===== src/sv/pfe_pkg.sv =====
package pfe_pkg;

    // Defaults for the top-level parameters.
    localparam int MAX_SAMPLES_DEF = 64;
    localparam int SAMPLE_BITS_DEF = 12;

    // Depth of the queue between the accumulating front and the arithmetic back.
    localparam int QUEUE_DEPTH = 2;

    // Configuration port.
    localparam int CFG_IDX_W  = 4;
    localparam int CFG_DATA_W = 7;
    localparam int START_W    = 6;
    localparam int COUNT_W    = 7;

    localparam logic [CFG_IDX_W-1:0] REG_BASELINE_START = 4'd0;
    localparam logic [CFG_IDX_W-1:0] REG_BASELINE_COUNT = 4'd1;

    localparam logic [START_W-1:0] START_RST = 6'd0;
    localparam logic [COUNT_W-1:0] COUNT_RST = 7'd8;

    // Result field widths.
    localparam int BASE_Q8_W  = 20;
    localparam int PEAK_Q8_W  = 21;
    localparam int PEAK_IDX_W = 6;
    localparam int INTEG_Q8_W = 27;
    localparam int OUT_FIELDS_W = BASE_Q8_W + PEAK_Q8_W + PEAK_IDX_W + INTEG_Q8_W;
    localparam int OUT_DATA_W   = ((OUT_FIELDS_W + 7) / 8) * 8;

    // Widths that follow from the sample width and the waveform length.
    function automatic int in_data_w(input int sb);
        return ((sb + 7) / 8) * 8;
    endfunction

    function automatic int pos_w(input int ms);
        return $clog2(ms + 1);
    endfunction

    function automatic int idx_w(input int ms);
        return $clog2(ms);
    endfunction

    function automatic int bsum_w(input int sb);
        return sb + COUNT_W;
    endfunction

    function automatic int num_w(input int sb);
        return bsum_w(sb) + 8;
    endfunction

    function automatic int tsum_w(input int sb, input int ms);
        return sb + $clog2(ms) + 1;
    endfunction

    // Record handed from front to back: effective count, baseline sum, tail
    // maximum, its index, tail sum and tail count.
    function automatic int rec_w(input int sb, input int ms);
        return COUNT_W + bsum_w(sb) + sb + idx_w(ms) + tsum_w(sb, ms) + pos_w(ms);
    endfunction

endpackage


===== src/sv/pfe_front.sv =====
module pfe_front #(
    parameter int MAX_SAMPLES = pfe_pkg::MAX_SAMPLES_DEF,
    parameter int SAMPLE_BITS = pfe_pkg::SAMPLE_BITS_DEF
) (
    input  logic                                                   aclk,
    input  logic                                                   aresetn,
    input  logic                                                   s_valid,
    output logic                                                   s_ready,
    input  logic signed [SAMPLE_BITS-1:0]                          s_sample,
    input  logic                                                   s_last,
    input  logic                                                   cfg_valid,
    input  logic [pfe_pkg::CFG_IDX_W-1:0]                          cfg_index,
    input  logic [pfe_pkg::CFG_DATA_W-1:0]                         cfg_data,
    input  logic                                                   q_full,
    output logic                                                   q_push,
    output logic [pfe_pkg::rec_w(SAMPLE_BITS, MAX_SAMPLES)-1:0]    q_data
);

    localparam int POS_W  = pfe_pkg::pos_w(MAX_SAMPLES);
    localparam int IDX_W  = pfe_pkg::idx_w(MAX_SAMPLES);
    localparam int BSUM_W = pfe_pkg::bsum_w(SAMPLE_BITS);
    localparam int TSUM_W = pfe_pkg::tsum_w(SAMPLE_BITS, MAX_SAMPLES);
    localparam int END_W  = pfe_pkg::COUNT_W + 1;
    localparam int CMP_W  = ((POS_W > END_W) ? POS_W : END_W) + 1;

    logic [pfe_pkg::START_W-1:0] start_reg;
    logic [pfe_pkg::COUNT_W-1:0] count_reg;

    logic [POS_W-1:0]              pos_reg, pos_next, pos_upd;
    logic signed [BSUM_W-1:0]      bsum_reg, bsum_next, bsum_upd;
    logic signed [SAMPLE_BITS-1:0] maxs_reg, maxs_next, maxs_upd;
    logic [IDX_W-1:0]              maxpos_reg, maxpos_next, maxpos_upd;
    logic signed [TSUM_W-1:0]      tsum_reg, tsum_next, tsum_upd;
    logic [POS_W-1:0]              tcnt_reg, tcnt_next, tcnt_upd;

    logic [pfe_pkg::COUNT_W-1:0] count_eff;
    logic [END_W-1:0]            win_end;
    logic                        accept, in_range, in_base, in_tail;
    logic [SAMPLE_BITS-1:0]      most_neg;

    assign most_neg = {1'b1, {(SAMPLE_BITS-1){1'b0}}};
    assign s_ready  = !q_full;
    assign accept   = s_valid && s_ready;

    always_comb begin
        count_eff = (count_reg == '0) ? pfe_pkg::COUNT_W'(1) : count_reg;
        win_end   = END_W'(start_reg) + END_W'(count_eff);
        in_range  = pos_reg < POS_W'(MAX_SAMPLES);
        in_base   = in_range && (CMP_W'(pos_reg) >= CMP_W'(start_reg))
                    && (CMP_W'(pos_reg) < CMP_W'(win_end));
        in_tail   = in_range && (CMP_W'(pos_reg) >= CMP_W'(win_end));

        pos_upd    = pos_reg;
        bsum_upd   = bsum_reg;
        maxs_upd   = maxs_reg;
        maxpos_upd = maxpos_reg;
        tsum_upd   = tsum_reg;
        tcnt_upd   = tcnt_reg;

        if (accept) begin
            if (in_base) begin
                bsum_upd = bsum_reg + BSUM_W'(s_sample);
            end
            if (in_tail) begin
                // First tail sample always wins; afterwards only a strictly larger one.
                if ((tcnt_reg == '0) || (s_sample > maxs_reg)) begin
                    maxs_upd   = s_sample;
                    maxpos_upd = pos_reg[IDX_W-1:0];
                end
                tsum_upd = tsum_reg + TSUM_W'(s_sample);
                tcnt_upd = tcnt_reg + POS_W'(1);
            end
            if (in_range) begin
                pos_upd = pos_reg + POS_W'(1);
            end
        end

        q_push = accept && s_last;
        q_data = {count_eff, bsum_upd, maxs_upd, maxpos_upd, tsum_upd, tcnt_upd};

        if (q_push) begin
            pos_next    = '0;
            bsum_next   = '0;
            maxs_next   = $signed(most_neg);
            maxpos_next = '0;
            tsum_next   = '0;
            tcnt_next   = '0;
        end else begin
            pos_next    = pos_upd;
            bsum_next   = bsum_upd;
            maxs_next   = maxs_upd;
            maxpos_next = maxpos_upd;
            tsum_next   = tsum_upd;
            tcnt_next   = tcnt_upd;
        end
    end

    always_ff @(posedge aclk) begin
        if (!aresetn) begin
            start_reg  <= pfe_pkg::START_RST;
            count_reg  <= pfe_pkg::COUNT_RST;
            pos_reg    <= '0;
            bsum_reg   <= '0;
            maxs_reg   <= $signed(most_neg);
            maxpos_reg <= '0;
            tsum_reg   <= '0;
            tcnt_reg   <= '0;
        end else begin
            if (cfg_valid) begin
                if (cfg_index == pfe_pkg::REG_BASELINE_START) begin
                    start_reg <= cfg_data[pfe_pkg::START_W-1:0];
                end else if (cfg_index == pfe_pkg::REG_BASELINE_COUNT) begin
                    count_reg <= cfg_data[pfe_pkg::COUNT_W-1:0];
                end
            end
            pos_reg    <= pos_next;
            bsum_reg   <= bsum_next;
            maxs_reg   <= maxs_next;
            maxpos_reg <= maxpos_next;
            tsum_reg   <= tsum_next;
            tcnt_reg   <= tcnt_next;
        end
    end

endmodule


===== src/sv/pfe_queue.sv =====
module pfe_queue #(
    parameter int WIDTH = 8,
    parameter int DEPTH = pfe_pkg::QUEUE_DEPTH
) (
    input  logic             aclk,
    input  logic             aresetn,
    input  logic             push,
    input  logic [WIDTH-1:0] push_data,
    output logic             full,
    input  logic             pop,
    output logic [WIDTH-1:0] pop_data,
    output logic             empty
);

    localparam int PTR_W = (DEPTH > 1) ? $clog2(DEPTH) : 1;
    localparam int CNT_W = $clog2(DEPTH + 1);

    logic [WIDTH-1:0] slot_reg [DEPTH];
    logic [PTR_W-1:0] wr_ptr_reg, wr_ptr_next, rd_ptr_reg, rd_ptr_next;
    logic [CNT_W-1:0] fill_reg, fill_next;

    assign full     = (fill_reg == CNT_W'(DEPTH));
    assign empty    = (fill_reg == '0);
    assign pop_data = slot_reg[rd_ptr_reg];

    always_comb begin
        wr_ptr_next = wr_ptr_reg;
        rd_ptr_next = rd_ptr_reg;
        fill_next   = fill_reg;
        if (push) begin
            wr_ptr_next = (wr_ptr_reg == PTR_W'(DEPTH - 1)) ? '0 : wr_ptr_reg + PTR_W'(1);
        end
        if (pop) begin
            rd_ptr_next = (rd_ptr_reg == PTR_W'(DEPTH - 1)) ? '0 : rd_ptr_reg + PTR_W'(1);
        end
        if (push && !pop) begin
            fill_next = fill_reg + CNT_W'(1);
        end else if (pop && !push) begin
            fill_next = fill_reg - CNT_W'(1);
        end
    end

    always_ff @(posedge aclk) begin
        if (push) begin
            slot_reg[wr_ptr_reg] <= push_data;
        end
    end

    always_ff @(posedge aclk) begin
        if (!aresetn) begin
            wr_ptr_reg <= '0;
            rd_ptr_reg <= '0;
            fill_reg   <= '0;
        end else begin
            wr_ptr_reg <= wr_ptr_next;
            rd_ptr_reg <= rd_ptr_next;
            fill_reg   <= fill_next;
        end
    end

    a_no_overflow: assert property (@(posedge aclk) disable iff (!aresetn)
        !(push && full))
        else $error("queue written while full");

    a_no_underflow: assert property (@(posedge aclk) disable iff (!aresetn)
        pop |-> !empty)
        else $error("queue read while empty");

endmodule


===== src/sv/pfe_back.sv =====
module pfe_back #(
    parameter int MAX_SAMPLES = pfe_pkg::MAX_SAMPLES_DEF,
    parameter int SAMPLE_BITS = pfe_pkg::SAMPLE_BITS_DEF
) (
    input  logic                                                aclk,
    input  logic                                                aresetn,
    input  logic                                                q_empty,
    input  logic [pfe_pkg::rec_w(SAMPLE_BITS, MAX_SAMPLES)-1:0] q_data,
    output logic                                                q_pop,
    output logic                                                m_valid,
    input  logic                                                m_ready,
    output logic [pfe_pkg::BASE_Q8_W-1:0]                       m_baseline_q8,
    output logic [pfe_pkg::PEAK_Q8_W-1:0]                       m_peak_q8,
    output logic [pfe_pkg::PEAK_IDX_W-1:0]                      m_peak_index,
    output logic [pfe_pkg::INTEG_Q8_W-1:0]                      m_integral_q8,
    output logic                                                m_no_peak_window
);

    localparam int POS_W  = pfe_pkg::pos_w(MAX_SAMPLES);
    localparam int IDX_W  = pfe_pkg::idx_w(MAX_SAMPLES);
    localparam int BSUM_W = pfe_pkg::bsum_w(SAMPLE_BITS);
    localparam int NUM_W  = pfe_pkg::num_w(SAMPLE_BITS);
    localparam int TSUM_W = pfe_pkg::tsum_w(SAMPLE_BITS, MAX_SAMPLES);
    localparam int DV_W   = pfe_pkg::COUNT_W;
    localparam int BIT_W  = $clog2(NUM_W);
    localparam int PROD_W = POS_W + 1 + NUM_W;
    localparam int PEAK_W = NUM_W + 1;
    localparam int INT_W  = (((TSUM_W + 8) > PROD_W) ? (TSUM_W + 8) : PROD_W) + 1;

    typedef enum logic [4:0] {
        ST_IDLE = 5'b00001,
        ST_DIV  = 5'b00010,
        ST_SIGN = 5'b00100,
        ST_MUL  = 5'b01000,
        ST_FIN  = 5'b10000
    } back_state_t;

    back_state_t state_reg, state_next;

    // Fields of the record at the head of the queue.
    logic [DV_W-1:0]               in_count;
    logic signed [BSUM_W-1:0]      in_bsum;
    logic signed [SAMPLE_BITS-1:0] in_maxs;
    logic [IDX_W-1:0]              in_maxpos;
    logic signed [TSUM_W-1:0]      in_tsum;
    logic [POS_W-1:0]              in_tcnt;

    logic [NUM_W-1:0]              quo_reg, quo_next;
    logic [DV_W-1:0]               rem_reg, rem_next;
    logic [DV_W-1:0]               dvs_reg, dvs_next;
    logic                          neg_reg, neg_next;
    logic [BIT_W-1:0]              bit_cnt_reg, bit_cnt_next;
    logic signed [SAMPLE_BITS-1:0] maxs_reg, maxs_next;
    logic [IDX_W-1:0]              maxpos_reg, maxpos_next;
    logic signed [TSUM_W-1:0]      tsum_reg, tsum_next;
    logic [POS_W-1:0]              tcnt_reg, tcnt_next;
    logic signed [NUM_W-1:0]       base_reg, base_next;
    logic signed [PROD_W-1:0]      prod_reg, prod_next;

    logic                                m_valid_reg, m_valid_next;
    logic [pfe_pkg::BASE_Q8_W-1:0]       out_base_reg, out_base_next;
    logic [pfe_pkg::PEAK_Q8_W-1:0]       out_peak_reg, out_peak_next;
    logic [pfe_pkg::PEAK_IDX_W-1:0]      out_idx_reg, out_idx_next;
    logic [pfe_pkg::INTEG_Q8_W-1:0]      out_int_reg, out_int_next;
    logic                                out_none_reg, out_none_next;

    logic signed [NUM_W-1:0]  num;
    logic [DV_W:0]            trial, diff;
    logic                     ge;
    logic signed [PEAK_W-1:0] peak_full;
    logic signed [INT_W-1:0]  integ_full;
    logic [IDX_W+pfe_pkg::PEAK_IDX_W-1:0] idx_ext;

    assign {in_count, in_bsum, in_maxs, in_maxpos, in_tsum, in_tcnt} = q_data;

    assign m_valid          = m_valid_reg;
    assign m_baseline_q8    = out_base_reg;
    assign m_peak_q8        = out_peak_reg;
    assign m_peak_index     = out_idx_reg;
    assign m_integral_q8    = out_int_reg;
    assign m_no_peak_window = out_none_reg;

    always_comb begin
        state_next    = state_reg;
        quo_next      = quo_reg;
        rem_next      = rem_reg;
        dvs_next      = dvs_reg;
        neg_next      = neg_reg;
        bit_cnt_next  = bit_cnt_reg;
        maxs_next     = maxs_reg;
        maxpos_next   = maxpos_reg;
        tsum_next     = tsum_reg;
        tcnt_next     = tcnt_reg;
        base_next     = base_reg;
        prod_next     = prod_reg;
        m_valid_next  = m_valid_reg && !m_ready;
        out_base_next = out_base_reg;
        out_peak_next = out_peak_reg;
        out_idx_next  = out_idx_reg;
        out_int_next  = out_int_reg;
        out_none_next = out_none_reg;
        q_pop         = 1'b0;

        // Scaled baseline sum; the divider works on its magnitude.
        num   = $signed({in_bsum, 8'b0});
        trial = {rem_reg, quo_reg[NUM_W-1]};
        diff  = trial - {1'b0, dvs_reg};
        ge    = trial >= {1'b0, dvs_reg};

        peak_full  = PEAK_W'($signed({maxs_reg, 8'b0})) - PEAK_W'(base_reg);
        integ_full = INT_W'($signed({tsum_reg, 8'b0})) - INT_W'(prod_reg);
        idx_ext    = {{pfe_pkg::PEAK_IDX_W{1'b0}}, maxpos_reg};

        case (state_reg)
            ST_IDLE: begin
                if (!q_empty) begin
                    q_pop        = 1'b1;
                    neg_next     = in_bsum[BSUM_W-1];
                    quo_next     = in_bsum[BSUM_W-1] ? NUM_W'(-num) : NUM_W'(num);
                    rem_next     = '0;
                    dvs_next     = in_count;
                    bit_cnt_next = BIT_W'(NUM_W - 1);
                    maxs_next    = in_maxs;
                    maxpos_next  = in_maxpos;
                    tsum_next    = in_tsum;
                    tcnt_next    = in_tcnt;
                    state_next   = ST_DIV;
                end
            end
            ST_DIV: begin
                // One quotient bit per cycle, restoring division.
                rem_next = ge ? diff[DV_W-1:0] : trial[DV_W-1:0];
                quo_next = {quo_reg[NUM_W-2:0], ge};
                if (bit_cnt_reg == '0) begin
                    state_next = ST_SIGN;
                end else begin
                    bit_cnt_next = bit_cnt_reg - BIT_W'(1);
                end
            end
            ST_SIGN: begin
                base_next  = neg_reg ? $signed(NUM_W'(~quo_reg + 1'b1)) : $signed(quo_reg);
                state_next = ST_MUL;
            end
            ST_MUL: begin
                prod_next  = PROD_W'($signed({1'b0, tcnt_reg})) * PROD_W'(base_reg);
                state_next = ST_FIN;
            end
            ST_FIN: begin
                if (!m_valid_reg || m_ready) begin
                    m_valid_next  = 1'b1;
                    out_base_next = base_reg[pfe_pkg::BASE_Q8_W-1:0];
                    if (tcnt_reg == '0) begin
                        out_peak_next = '0;
                        out_idx_next  = '0;
                        out_int_next  = '0;
                        out_none_next = 1'b1;
                    end else begin
                        out_peak_next = peak_full[pfe_pkg::PEAK_Q8_W-1:0];
                        out_idx_next  = idx_ext[pfe_pkg::PEAK_IDX_W-1:0];
                        out_int_next  = integ_full[pfe_pkg::INTEG_Q8_W-1:0];
                        out_none_next = 1'b0;
                    end
                    state_next = ST_IDLE;
                end
            end
            default: begin
                state_next = ST_IDLE;
            end
        endcase
    end

    always_ff @(posedge aclk) begin
        quo_reg      <= quo_next;
        rem_reg      <= rem_next;
        dvs_reg      <= dvs_next;
        neg_reg      <= neg_next;
        bit_cnt_reg  <= bit_cnt_next;
        maxs_reg     <= maxs_next;
        maxpos_reg   <= maxpos_next;
        tsum_reg     <= tsum_next;
        tcnt_reg     <= tcnt_next;
        base_reg     <= base_next;
        prod_reg     <= prod_next;
        out_base_reg <= out_base_next;
        out_peak_reg <= out_peak_next;
        out_idx_reg  <= out_idx_next;
        out_int_reg  <= out_int_next;
        out_none_reg <= out_none_next;
    end

    always_ff @(posedge aclk) begin
        if (!aresetn) begin
            state_reg   <= ST_IDLE;
            m_valid_reg <= 1'b0;
        end else begin
            state_reg   <= state_next;
            m_valid_reg <= m_valid_next;
        end
    end

    a_divisor_nonzero: assert property (@(posedge aclk) disable iff (!aresetn)
        (state_reg == ST_DIV) |-> (dvs_reg != '0))
        else $error("division started with a zero divisor");

    a_result_from_fin: assert property (@(posedge aclk) disable iff (!aresetn)
        $rose(m_valid_reg) |-> $past(state_reg == ST_FIN))
        else $error("result raised outside the final state");

    a_div_ends: assert property (@(posedge aclk) disable iff (!aresetn)
        (state_reg == ST_DIV && bit_cnt_reg == '0) |=> (state_reg == ST_SIGN))
        else $error("divider did not finish after its last bit");

endmodule


===== src/sv/pulse_feature_extractor_unit.sv =====
// Pulse feature extractor. Waveform samples enter on the s_axis channel, one
// signed converter code per item, with tlast on the final sample. The cfg
// channel sets the baseline window: index 0 is the first baseline sample,
// index 1 the number of samples averaged (zero is taken as one); the user
// must write it only while no waveform is in flight, as the block does not
// enforce this, and cfg_ready is always high. One result item per waveform
// leaves on m_axis: baseline mean, peak above baseline, peak index and
// baseline-subtracted integral, all but the index in Q8, with tuser set
// when no sample followed the baseline window. Samples are accepted one per
// cycle while the queue has room. The last sample hands its sums to a
// two-entry queue; the back end then divides one quotient bit per cycle over
// the scaled baseline sum of NUM_W = SAMPLE_BITS + 15 bits. The back end
// takes no new record until it has finished the last one, so very short
// waveforms fill the queue and s_axis_tready drops until an entry frees up.
// The result sits in an output register; while m_axis_tready is low it holds
// and the front keeps taking samples until the queue fills. Reset clears the
// accumulators, queue and output valid, and restores the register defaults.
module pulse_feature_extractor_unit #(
    parameter int MAX_SAMPLES = pfe_pkg::MAX_SAMPLES_DEF,
    parameter int SAMPLE_BITS = pfe_pkg::SAMPLE_BITS_DEF
) (
    input  logic                                         aclk,
    input  logic                                         aresetn,
    // Sample stream.
    input  logic                                         s_axis_tvalid,
    output logic                                         s_axis_tready,
    input  logic [pfe_pkg::in_data_w(SAMPLE_BITS)-1:0]   s_axis_tdata,  // sample
    input  logic                                         s_axis_tlast,
    // Configuration writes.
    input  logic                                         cfg_valid,
    output logic                                         cfg_ready,
    input  logic [pfe_pkg::CFG_IDX_W-1:0]                cfg_index,
    input  logic [pfe_pkg::CFG_DATA_W-1:0]               cfg_data,
    // Result stream.
    output logic                                         m_axis_tvalid,
    input  logic                                         m_axis_tready,
    // baseline_q8, peak_q8, peak_index, integral_q8, zero padding
    output logic [pfe_pkg::OUT_DATA_W-1:0]               m_axis_tdata,
    output logic [0:0]                                   m_axis_tuser   // no_peak_window
);

    localparam int REC_W = pfe_pkg::rec_w(SAMPLE_BITS, MAX_SAMPLES);

    logic             q_push, q_pop, q_full, q_empty;
    logic [REC_W-1:0] q_wdata, q_rdata;

    logic [pfe_pkg::BASE_Q8_W-1:0]  baseline_q8;
    logic [pfe_pkg::PEAK_Q8_W-1:0]  peak_q8;
    logic [pfe_pkg::PEAK_IDX_W-1:0] peak_index;
    logic [pfe_pkg::INTEG_Q8_W-1:0] integral_q8;
    logic                           no_peak_window;

    assign cfg_ready = 1'b1;

    // Front end: position tracking, window decode and accumulation.
    pfe_front #(
        .MAX_SAMPLES (MAX_SAMPLES),
        .SAMPLE_BITS (SAMPLE_BITS)
    ) u_front (
        .aclk      (aclk),
        .aresetn   (aresetn),
        .s_valid   (s_axis_tvalid),
        .s_ready   (s_axis_tready),
        .s_sample  ($signed(s_axis_tdata[SAMPLE_BITS-1:0])),
        .s_last    (s_axis_tlast),
        .cfg_valid (cfg_valid && cfg_ready),
        .cfg_index (cfg_index),
        .cfg_data  (cfg_data),
        .q_full    (q_full),
        .q_push    (q_push),
        .q_data    (q_wdata)
    );

    // Per-waveform records waiting for the arithmetic.
    pfe_queue #(
        .WIDTH (REC_W),
        .DEPTH (pfe_pkg::QUEUE_DEPTH)
    ) u_queue (
        .aclk      (aclk),
        .aresetn   (aresetn),
        .push      (q_push),
        .push_data (q_wdata),
        .full      (q_full),
        .pop       (q_pop),
        .pop_data  (q_rdata),
        .empty     (q_empty)
    );

    // Back end: baseline division, multiply and final subtraction.
    pfe_back #(
        .MAX_SAMPLES (MAX_SAMPLES),
        .SAMPLE_BITS (SAMPLE_BITS)
    ) u_back (
        .aclk             (aclk),
        .aresetn          (aresetn),
        .q_empty          (q_empty),
        .q_data           (q_rdata),
        .q_pop            (q_pop),
        .m_valid          (m_axis_tvalid),
        .m_ready          (m_axis_tready),
        .m_baseline_q8    (baseline_q8),
        .m_peak_q8        (peak_q8),
        .m_peak_index     (peak_index),
        .m_integral_q8    (integral_q8),
        .m_no_peak_window (no_peak_window)
    );

    assign m_axis_tdata = {{(pfe_pkg::OUT_DATA_W - pfe_pkg::OUT_FIELDS_W){1'b0}},
                           integral_q8, peak_index, peak_q8, baseline_q8};
    assign m_axis_tuser = no_peak_window;

endmodule


===== config.mk =====
export PLATFORM = sky130hd
export DESIGN_NAME = pulse_feature_extractor_unit
export DESIGN_NICKNAME = d
export VERILOG_FILES = /design/src/sv/pfe_pkg.sv /design/src/sv/pfe_front.sv /design/src/sv/pfe_queue.sv /design/src/sv/pfe_back.sv /design/src/sv/pulse_feature_extractor_unit.sv
export SDC_FILE = /design/constraint.sdc
export NUM_CORES = 1
export LEC_CHECK = 0
export BUFFER_PORTS_ARGS = -buffer_cell sky130_fd_sc_hd__buf_4
export CORE_MARGIN = 5
export CORE_UTILIZATION = 40
export CTS_BUF_LIST = sky130_fd_sc_hd__clkbuf_16
export CTS_CLUSTER_DIAMETER = 30
export DETAILED_ROUTE_END_ITERATION = 7
export PLACE_DENSITY = 0.57
export SYNTH_ARGS = -nofsm -noshare
export SYNTH_HDL_FRONTEND = slang
export SYNTH_SLANG_ARGS = --single-unit

===== constraint.sdc =====
create_clock -name aclk -period 13.6 [get_ports aclk]
set_input_delay 4.08 -clock aclk [delete_from_list [all_inputs] [get_ports aclk]]
set_output_delay 4.08 -clock aclk [all_outputs]
set_load 0.1 [all_outputs]

; ---- Yosys cells after proc, flatten, opt, wreduce, memory -nomap -nowiden
; Memories as Yosys holds them, arrays and structs flattened. A register that Yosys moved wholly into a read port is not among the register bits.
; Index checks and enable logic that the tools add are counted.
[totals]
word_cells = 139
register_bits = 313
n_memories = 1
ram_bits = 140
output_inout_bits = 84
[classes]
eq_ne = 11
n_lt_le_gt_ge = 6
add_sub_neg = 15
mux = 40
bitwise = 4
reduce_logical = 32
mul = 1
[mem_list]
columns = name, words, word_bits, read_ports, rd_clocked_by_memory_dff, wr, line
row1 = u_queue.slot_reg, 2, 70, 1, 1, 1, pfe_queue.sv:18  ; logic [WIDTH-1:0] slot_reg [DEPTH];
[ops]
columns = operator, count
row1 = 27-bit two-way mux, 3
row2 = 19-bit two-way mux, 4
row3 = 27-bit one-hot mux with 2 select lines, 1
row4 = 19-bit by 12-bit adder with 19-bit output, 2
row5 = 12-bit two-way mux, 3
row6 = 7-bit two-way mux, 5
row7 = "27-bit by 1-bit adder with 27-bit output, second input constant", 1
row8 = 8-bit by 27-bit multiplier with 27-bit output, 1
row9 = 27-bit negation, 1
row10 = 27-bit NOT, 1
row11 = 27-bit subtractor, 1
row12 = 5-bit two-way mux, 5
row13 = 5-bit one-hot mux with 5 select lines, 1
row14 = 7-bit logical NOT, 3
row15 = 20-bit by 21-bit subtractor with 21-bit output, 1
row16 = 6-bit two-way mux, 3
row17 = "7-bit by 1-bit adder with 7-bit output, second input constant", 2
row18 = 7-bit one-hot mux with 2 select lines, 1
row19 = 12-bit greater-than comparator, 1
row20 = 1-bit two-way mux, 11
row21 = 5-bit one-hot mux with 2 select lines, 1
row22 = 2-bit AND reduction, 5
row23 = 3-bit AND reduction, 3
row24 = 6-bit by 7-bit adder with 8-bit output, 1
row25 = 29 further kinds, 48

; ---- Depth between registers and ports, before layout
; Gate-level depths: netlist of the first run.
[logic_depth]
word_depth = 8
mapped_depth = 20
mapped_depth_nobuf = 18

; ---- Hierarchy
; A second synthesis of the first run with hierarchy kept.
[hier_totals]
hier_cells = 2424
hier_area_um2 = 27257.4
[by_module_without_submodules]
columns = module, cells_per_inst, area_per_inst_um2, n_inst
row1 = pfe_back, 1469, 15902.8, 1
row2 = pfe_front, 706, 6043.3, 1
row3 = pfe_queue, 240, 5251.3, 1
row4 = pulse_feature_extractor_unit, 9, 60.1, 1

; ---- Worst setup path before layout of the first run
; No wires, ideal clock.
[synth_path]
path_kind = input -> register
from = in m_axis_tready
to = reg u_back.out_base_reg (netlist bit u_back.m_baseline_q8[0]), enable pin
path_buffers = 0
arrival_time_ns = 7.539
path_stages = 2
slack_ns = 5.544
setup_time_ns = 0.517
cell_sequence = nand2b_1 -> nor2b_1
[synth_between]
elab_chain_len = 2
[synth_rtl]
columns = element, line
row1 = "start, declared", pulse_feature_extractor_unit.sv:36  ; input logic m_axis_tready,
row2 = 1-bit logical OR, pfe_back.sv:149  ; if (!m_valid_reg || m_ready) begin
row3 = 2-bit AND reduction (no line), -
row4 = "end signal, assigned", pfe_back.sv:184  ; out_base_reg <= out_base_next;
row5 = "end, declared", pfe_back.sv:61  ; logic [pfe_pkg::BASE_Q8_W-1:0] out_base_reg, out_base_next;
; Every way passes these cells.
; A chain may end at the register's enable or synchronous reset.

; ---- Worst setup path in the final report of the first run
[layout_path]
from = in s_axis_tdata[0] (netlist name)
to = mem u_queue.slot_reg[0][62] (netlist name) (data pin)
[layout_between]
elab_chain_len = 3
[layout_rtl]
columns = element, line
row1 = "start, declared", pulse_feature_extractor_unit.sv:27  ; input logic [pfe_pkg::in_data_w(SAMPLE_BITS)-1:0] s_axis_tdata,
row2 = 19-bit by 12-bit adder with 19-bit output, pfe_front.sv:62  ; bsum_upd = bsum_reg + BSUM_W'(s_sample);
row3 = 19-bit two-way mux, pfe_front.sv:61  ; if (in_base) begin
row4 = 19-bit two-way mux, pfe_front.sv:60  ; if (accept) begin
row5 = via q_wdata[62], pulse_feature_extractor_unit.sv:45  ; logic [REC_W-1:0] q_wdata, q_rdata;
row6 = "end, declared", pfe_queue.sv:18
; The timed path passes the listed nets, and every way through them passes these cells.

==> results.md, run 1 <==
* Net total in the final layout at just under 3000
* Portion of total power attributed to combinational logic at 0.470
* Required time of the worst setup path at 14.03 ns
* Final hold violation count at 0
* Floorplan core area at about 0.067 sq mm
* Reg-to-Reg End: u_back.prod_reg[26]
* Violation count after the first detailed-routing iteration at 948
* Shortest period the worst path allows at roughly 6.4 ns
* Total number of clock tree sinks at around 450
* Number of flip-flops in the largest register at between 100 and 150
* Setup repair after global routing missed its margin: false
* Starting Density at 0.402
* Critical path destination: u_queue.slot_reg[0][62]
* Power per Cell Area at 265 mW/mm^2
* Sum of net half-perimeters after detailed placement at 45000 um
* Syn Inst Count at around 2400
* Power dissipated by switching net loads at 3350 uW
* Total power at 8520 uW
* MaxCap Viol Count at 0
* CTS Root Buffer Type: clkbuf_16
* Cell Chain, Critical Path: buf_4 -> ha_1 -> inv_1 -> fa_1 -> nor2b_1 -> o2111ai_1 -> a31oi_1 -> o21ai_0 -> a31oi_1 -> o41ai_1 -> mux2i_1 -> xor2_1
* Routed WL at 63500 um
* Flop and latch count out of synthesis at approximately 450
* Largest net degree at the start of global routing at 70
* Row Count at 95
* Total routing resource utilization after global routing at 0.174
* Post-synth design cell area at roughly 0.027 sq mm
* Seq/Total Area, Yosys at 0.471
* Yosys warning total at 0
* Final worst clock skew at 0.0478 ns
* Peak Freq at approximately 160 MHz
* Max Root-Sink Buffers at 3
* Routed wire length per instance at around 18 um
* Count of buffers inserted at the top-level ports at between 100 and 150
* Kind of end point of the critical path: flop
* Sum of overflow across all layers after global routing at 0
* Final GP Congestion at 0.864
* Reg-to-Reg Start: u_back.tcnt_reg[5]
* Leak Pwr at roughly 0.013 uW
* Int Pwr at approximately 5200 uW
* Clk pin slew, worst setup/hold paths at roughly 0.050 ns
* Number of enable flip-flop cells after synthesis at 360
* Finish-stage setup viols at 0
* Antenna diode count at 0
* Reg power frac at 0.251
* First-pass GRT wire length at just over 100000 um
* Number of buffers inserted during clock tree synthesis at 98
* Relative slew slack at 0.249
* Share of cells above drive strength 1 at 0.147
* Post-route fraction of the period consumed by the critical path at 0.472
* Vias in the first global route at about 19000
* Design area at 0.0321 sq mm
* DRC violation count after routing at 0
* Mean cell area of the mapped netlist at 11.1 sq um
* Max stage delay on crit path at around 0.40 ns
* Resized cells post-CTS at 0
* Number of distinct library cells after synthesis at slightly below 70
* Outcome: complete, no violations
* Insertion delay to the later sink of the worst-skew pair at about 0.64 ns
* Worst supply voltage drop on vdd at about 0.23 mV
* Ys async rst share at 0
* Pre-Repair DR Iteration Count at 5
* Launch point of the worst path: s_axis_tdata[0]
* Via count at about 18000
* Detail-routed via count per cell at between 5 and 6
* Antenna violations before repair at 0
* Path depth of the worst reg2reg path at 16
* Hold buffer count at cts at 0
* Slew Viols, Final at 0
* Vertical die dimension at around 270 um
* Floorplan die width at roughly 270 um
* Setup slack of the most critical reg-to-reg path at roughly 7.7 ns
* Die area at between 0.07 and 0.08 sq mm
* I/O pins at 117
* Crit path kind: input pin to flop
* Most used cell along the critical path: a31oi_1
* Area Growth Syn to Fin at 19.3%
* Type of origin of the critical path: input pin
* Fraction of power consumed by the clock network at 0.278
* Max H-tree Level at 3
* Final setup TNS at 0 ns
* Critical-path cell with the highest stage delay: fa_1
* Post-CTS Repair Setup Buffers at 0
* Placed cell area at ~0.029 sq mm
* Min-delay worst type: flop to flop
* Dominant register cell in the synthesized netlist: edfxtp_1
* Switching part of the total at 0.394
* Transition at the pin with the smallest max-transition slack at approximately 1.1 ns
* Routed Antenna Nets at 0
* Data arrival, critical path at 6.85 ns
* CTS tree: yes
* Worst Path Max Fanout at 4
## through the flow
stage          utilization  hold WS (ns)  setup WS (ns)  instances
2_1_floorplan            -         0.424           5.54       2431
3_3_place_gp         0.429         0.464           6.63       3349
3_5_place_dp         0.429         0.476           6.61       3349
4_1_cts              0.480         0.483           7.29       3531
5_1_grt              0.480         0.505           7.06       3531
6_report             0.480         0.481           7.18       3531
## metal layers
layer,vias to the layer above,GRT usage,part of all wire
li1,8823,-,-
met1,8823,0.218,0.43
met2,406,0.301,0.49
met3,129,0.0357,0.049
met4,0,0.0618,0.031
met5,-,0,0
## cell usage after synthesis (33+ instances only)
cell type    n  area [sq um]
o21ai_0    118           591
nor2b_1     35           219
xor2_1      58           508
nand2_1    163           612
mux2_2      62           698
nor2_1     130           488
clkbuf_1    68           255
and2_1     193          1210
a21oi_1     97           485
inv_1      227           852
mux2i_1     40           400
a21o_1      33           248
dfxtp_1     94          1880
fa_1       111          2220
nor3_1      38           190
edfxtp_1   360         10800
ha_1       167          2090
xnor2_1     92           806
nand3_1     47           235
## worst min path at each step
| stage | endpoint | cells past startpoint | start |
|---|---|---|---|
| after floorplan | u_back.m_baseline_q8[7] | 0 | u_back.base_reg[7] |
| after global placement | u_front.tsum_reg[11] | 2 | u_front.tsum_reg[11] |
| after detailed placement | u_front.bsum_reg[18] | 2 | u_front.bsum_reg[18] |
| after CTS | u_front.bsum_reg[18] | 2 | u_front.bsum_reg[18] |
| after global routing | u_front.bsum_reg[18] | 2 | u_front.bsum_reg[18] |
| final | u_front.bsum_reg[18] | 2 | u_front.bsum_reg[18] |
## power groups by stage
| stage | sequential [uW] | clock (uW) | combinational [uW] |
|---|---|---|---|
| 2_1_floorplan | 2180 | 0 | 2990 |
| 3_3_place_gp | 2160 | 0 | 3950 |
| 3_5_place_dp | 2160 | 0 | 4030 |
| 4_1_cts | 2140 | 2430 | 4060 |
| 5_1_grt | 2160 | 2500 | 4520 |
| 6_report | 2140 | 2370 | 4010 |
## placed cells by master, fill, tap and decap left out, types with 9 or more instances in the layout
master	n
edfxtp_1	360
inv_1	233
and2_1	193
ha_1	167
nand2_1	163
nor2_1	128
buf_4	128
o21ai_0	118
fa_1	111
clkbuf_16	99
a21oi_1	97
dfxtp_1	93
xnor2_1	92
mux2_2	62
xor2_1	58
nand3_1	47
mux2i_1	40
nor3_1	38
nor2b_1	34
a21o_1	33
nand2b_1	29
or3_1	25
inv_6	22
o21a_1	21
a31oi_1	17
nand4_1	15
o31ai_1	15
a211oi_1	14
clkinvlp_4	13
and3_1	12
a21boi_0	11
clkinv_4	11
or4_1	9
bufinv_16	9
## critical path: cells and delay by family
family | cells | cell delay [ns]
XOR/XNOR | 1 | 0.33
AND/OR/NAND/NOR | 1 | 0.18
AO/OA/AOI/OAI | 5 | 1.16
buffers and inverters | 2 | 0.22
adder cells (fa/ha/maj) | 2 | 0.59
multiplexers | 1 | 0.30
## area by class of cell
| type | instances | area (sq um) |
|---|---|---|
| fillers | 6106 | 34900 |
| multi-input cells | 1667 | 13100 |
| flip-flops and latches | 454 | 12700 |
| clock buffers | 99 | 2480 |
| well taps | 873 | 1090 |
| repair buffers | 128 | 961 |
| clock inverters | 83 | 938 |
| inverters | 227 | 852 |
## cells by family after synthesis
kind of cell             synth area share
flip-flops                          0.471
other                            0.000279
AO/OA/AOI/OAI                      0.0921
AND/OR/NAND/NOR                     0.143
buffers and inverters              0.0442
adder cells (fa/ha/maj)             0.160
multiplexers                       0.0408
XOR/XNOR                           0.0488
No activity file was read; power rests on OpenSTA's default activity.
==> inputs of run 2 (changes only) <==
==> constraint.sdc (replaced) <==
create_clock -name aclk -period 6.2 [get_ports aclk]
set_input_delay 1.86 -clock aclk [delete_from_list [all_inputs] [get_ports aclk]]
set_output_delay 1.86 -clock aclk [all_outputs]
set_load 0.1 [all_outputs]
==> run 2 against run 1 <==
Compared with the run above: clock power grew 110%; sequential share of layout area grew 0.052 points; setup slack lost 6.8 ns; via count is essentially flat; final cell count grew 0.11%; critical path depth grew 4; non-clock buffer count grew 3; hold slack lost 0.0018 ns; combinational power grew 120%; sequential power grew 120%.
==> results.md, run 2 (synthesis gave the netlist of run 1 again) <==
* Outcome: complete, no violations
* Vias in the first global route at 19000
* Via count at about 18000
* Hold buffer count at cts at 0
* Final GP Congestion at ~0.85
* MaxCap Viol Count at 0
* Leak Pwr at about 0.013 uW
* Resized cells post-CTS at 0
* Shortest period the worst path allows at 5.81 ns
* Required time of the worst setup path at roughly 6.6 ns
* Reg power frac at 0.255
* Net total in the final layout at slightly below 3000
* Worst supply voltage drop on vdd at about 0.47 mV
* Most frequent cells in the layout: edfxtp_1, inv_1, and2_1
* Share of cells above drive strength 1 at 0.146
* Data arrival, critical path at 6.16 ns
* Number of buffers inserted during clock tree synthesis at between 90 and 100
* Worst Path Max Fanout at 12
* Relative slew slack at 0.272
* Sum of net half-perimeters after detailed placement at ~45000 um
* First-pass GRT wire length at 102000 um
* DRC violation count after routing at 0
* Power per Cell Area at 576 mW/mm^2
* I/O pins at ~120
* Post-CTS Repair Setup Buffers at 0
* Setup slack of the most critical reg-to-reg path at about 0.39 ns
* Antenna violations before repair at 0
* Routed wire length per instance at roughly 18 um
* Insertion delay to the later sink of the worst-skew pair at 0.64 ns
* Area Growth Syn to Fin at 19.2%
* Most used cell along the critical path: fa_1
* Switching part of the total at 0.392
* Fraction of power consumed by the clock network at 0.273
* Total routing resource utilization after global routing at 0.174
* Max Root-Sink Buffers at 3
* Die area at just over 0.07 sq mm
* Setup repair after global routing missed its margin: false
* Min-delay worst type: flop to flop
* Fill cell count at slightly above 6000
* Row Count at between 90 and 100
* Finish-stage setup viols at 0
* Cell Chain, Critical Path: and2_1 -> fa_1 -> fa_1 -> fa_1 -> inv_1 -> fa_1 -> inv_1 -> ha_1 -> o21a_1 -> a21oi_1 -> nand3b_1 -> a311oi_1 -> o31ai_1 -> a211oi_1 -> nor2_1 -> a211o_1
* Crit path kind: flop to flop
* Peak Freq at between 150 and 200 MHz
* Slew Viols, Final at 0
* Portion of total power attributed to combinational logic at 0.472
* Largest net degree at the start of global routing at 76
* CTS Root Buffer Type: clkbuf_16
* Total number of clock tree sinks at between 400 and 500
* Pre-Repair DR Iteration Count at 7
* Number of flip-flops in the largest register at 140
* Post-route fraction of the period consumed by the critical path at 0.937
* Floorplan core area at between 0.06 and 0.07 sq mm
* Core Util, Final at 0.479
* Clk pin slew, worst setup/hold paths at about 0.05 ns
* Max H-tree Level at 3
* Sum of overflow across all layers after global routing at 0
* Final worst clock skew at between 0.04 and 0.05 ns
* Max stage delay on crit path at between 0.6 and 0.7 ns
* Violation count after the first detailed-routing iteration at 920
* Final hold violation count at 0
* Type of origin of the critical path: flop
* Transition at the pin with the smallest max-transition slack at roughly 1.1 ns
* Int Pwr at ~11000 uW
* Floorplan die width at 270 um
* Final setup TNS at 0 ns
* Starting Density at 0.402
* CTS tree: yes
* Critical-path cell with the highest stage delay: edfxtp_1
* Kind of end point of the critical path: flop
* Power dissipated by switching net loads at slightly above 7000 uW
* Routed Antenna Nets at 0
* Routed WL at 63200 um
* Detail-routed via count per cell at between 5 and 6
* Most frequent standard cell in the layout excluding fill and tap cells: edfxtp_1
* Vertical die dimension at between 200 and 300 um
* Count of buffers inserted at the top-level ports at 105
[run 2: changes by cell type in the layout (fill, tap and decap cells not counted), sizes merged]
cell	before	now
inv	261	256
buf	128	131
clkbuf	99	100
clkinv	27	33
bufinv	9	7
diode	0	1
[run 2: metrics by stage]
stage,total power (uW),hold slack [ns],instances,cell area (sq um),setup slack (ns)
3_3_place_gp,13400,0.462,3352,28800,0.541
5_1_grt,20000,0.506,3534,32100,0.228
3_5_place_dp,13500,0.472,3352,28800,0.500
6_report,18500,0.479,3535,32100,0.391
2_1_floorplan,11300,0.424,2431,27000,0.364
4_1_cts,18700,0.480,3534,32100,0.462
[run 2: final cells by class]
type	instances	area, sq um	share of cell area
Multi-Input combinational cell	1667	13100	0.409
Sequential cell	454	12700	0.395
Clock buffer	100	2500	0.0779
Tap cell	873	1090	0.0340
Timing Repair Buffer	131	1010	0.0314
Inverter	227	852	0.0265
Clock inverter	82	818	0.0255
Antenna cell	1	2.50	0.0000779
[run 2: power groups by stage]
stage | clock network (uW) | logic (uW) | registers [uW]
after floorplan | 0 | 6570 | 4780
after CTS | 5160 | 8830 | 4730
final | 5050 | 8720 | 4720
after detailed placement | 0 | 8760 | 4780
after global routing | 5330 | 9890 | 4780
after global placement | 0 | 8600 | 4760
[run 2: critical path, delay by kind of cell (launching register included)]
| kind | cells | cell delay, ns |
|---|---|---|
| adders and majority gates | 5 | 2.52 |
| AOI/OAI and AO/OA | 6 | 1.77 |
| DFF | 1 | 0.61 |
| and+or+nand+nor | 3 | 0.54 |
| buffers and inverters | 2 | 0.11 |
[run 2: worst paths after layout]
path / from / end / depth (start not counted)
worst min register to register: u_front.tsum_reg[11] / u_front.tsum_reg[11] / 2
worst max register to register: u_back.base_reg[6] / u_back.prod_reg[26] / 16
worst min-delay path: u_front.tsum_reg[11] / u_front.tsum_reg[11] / 2
worst max-delay path: u_back.base_reg[6] / u_back.prod_reg[26] / 16
[run 2: routing by layer]
layer / wire (um) / global-route usage
met2: 30800 / 0.299
met1: 28300 / 0.225
met3: 2770 / 0.0331
met4: 1310 / 0.0476
met5: 0 / 0
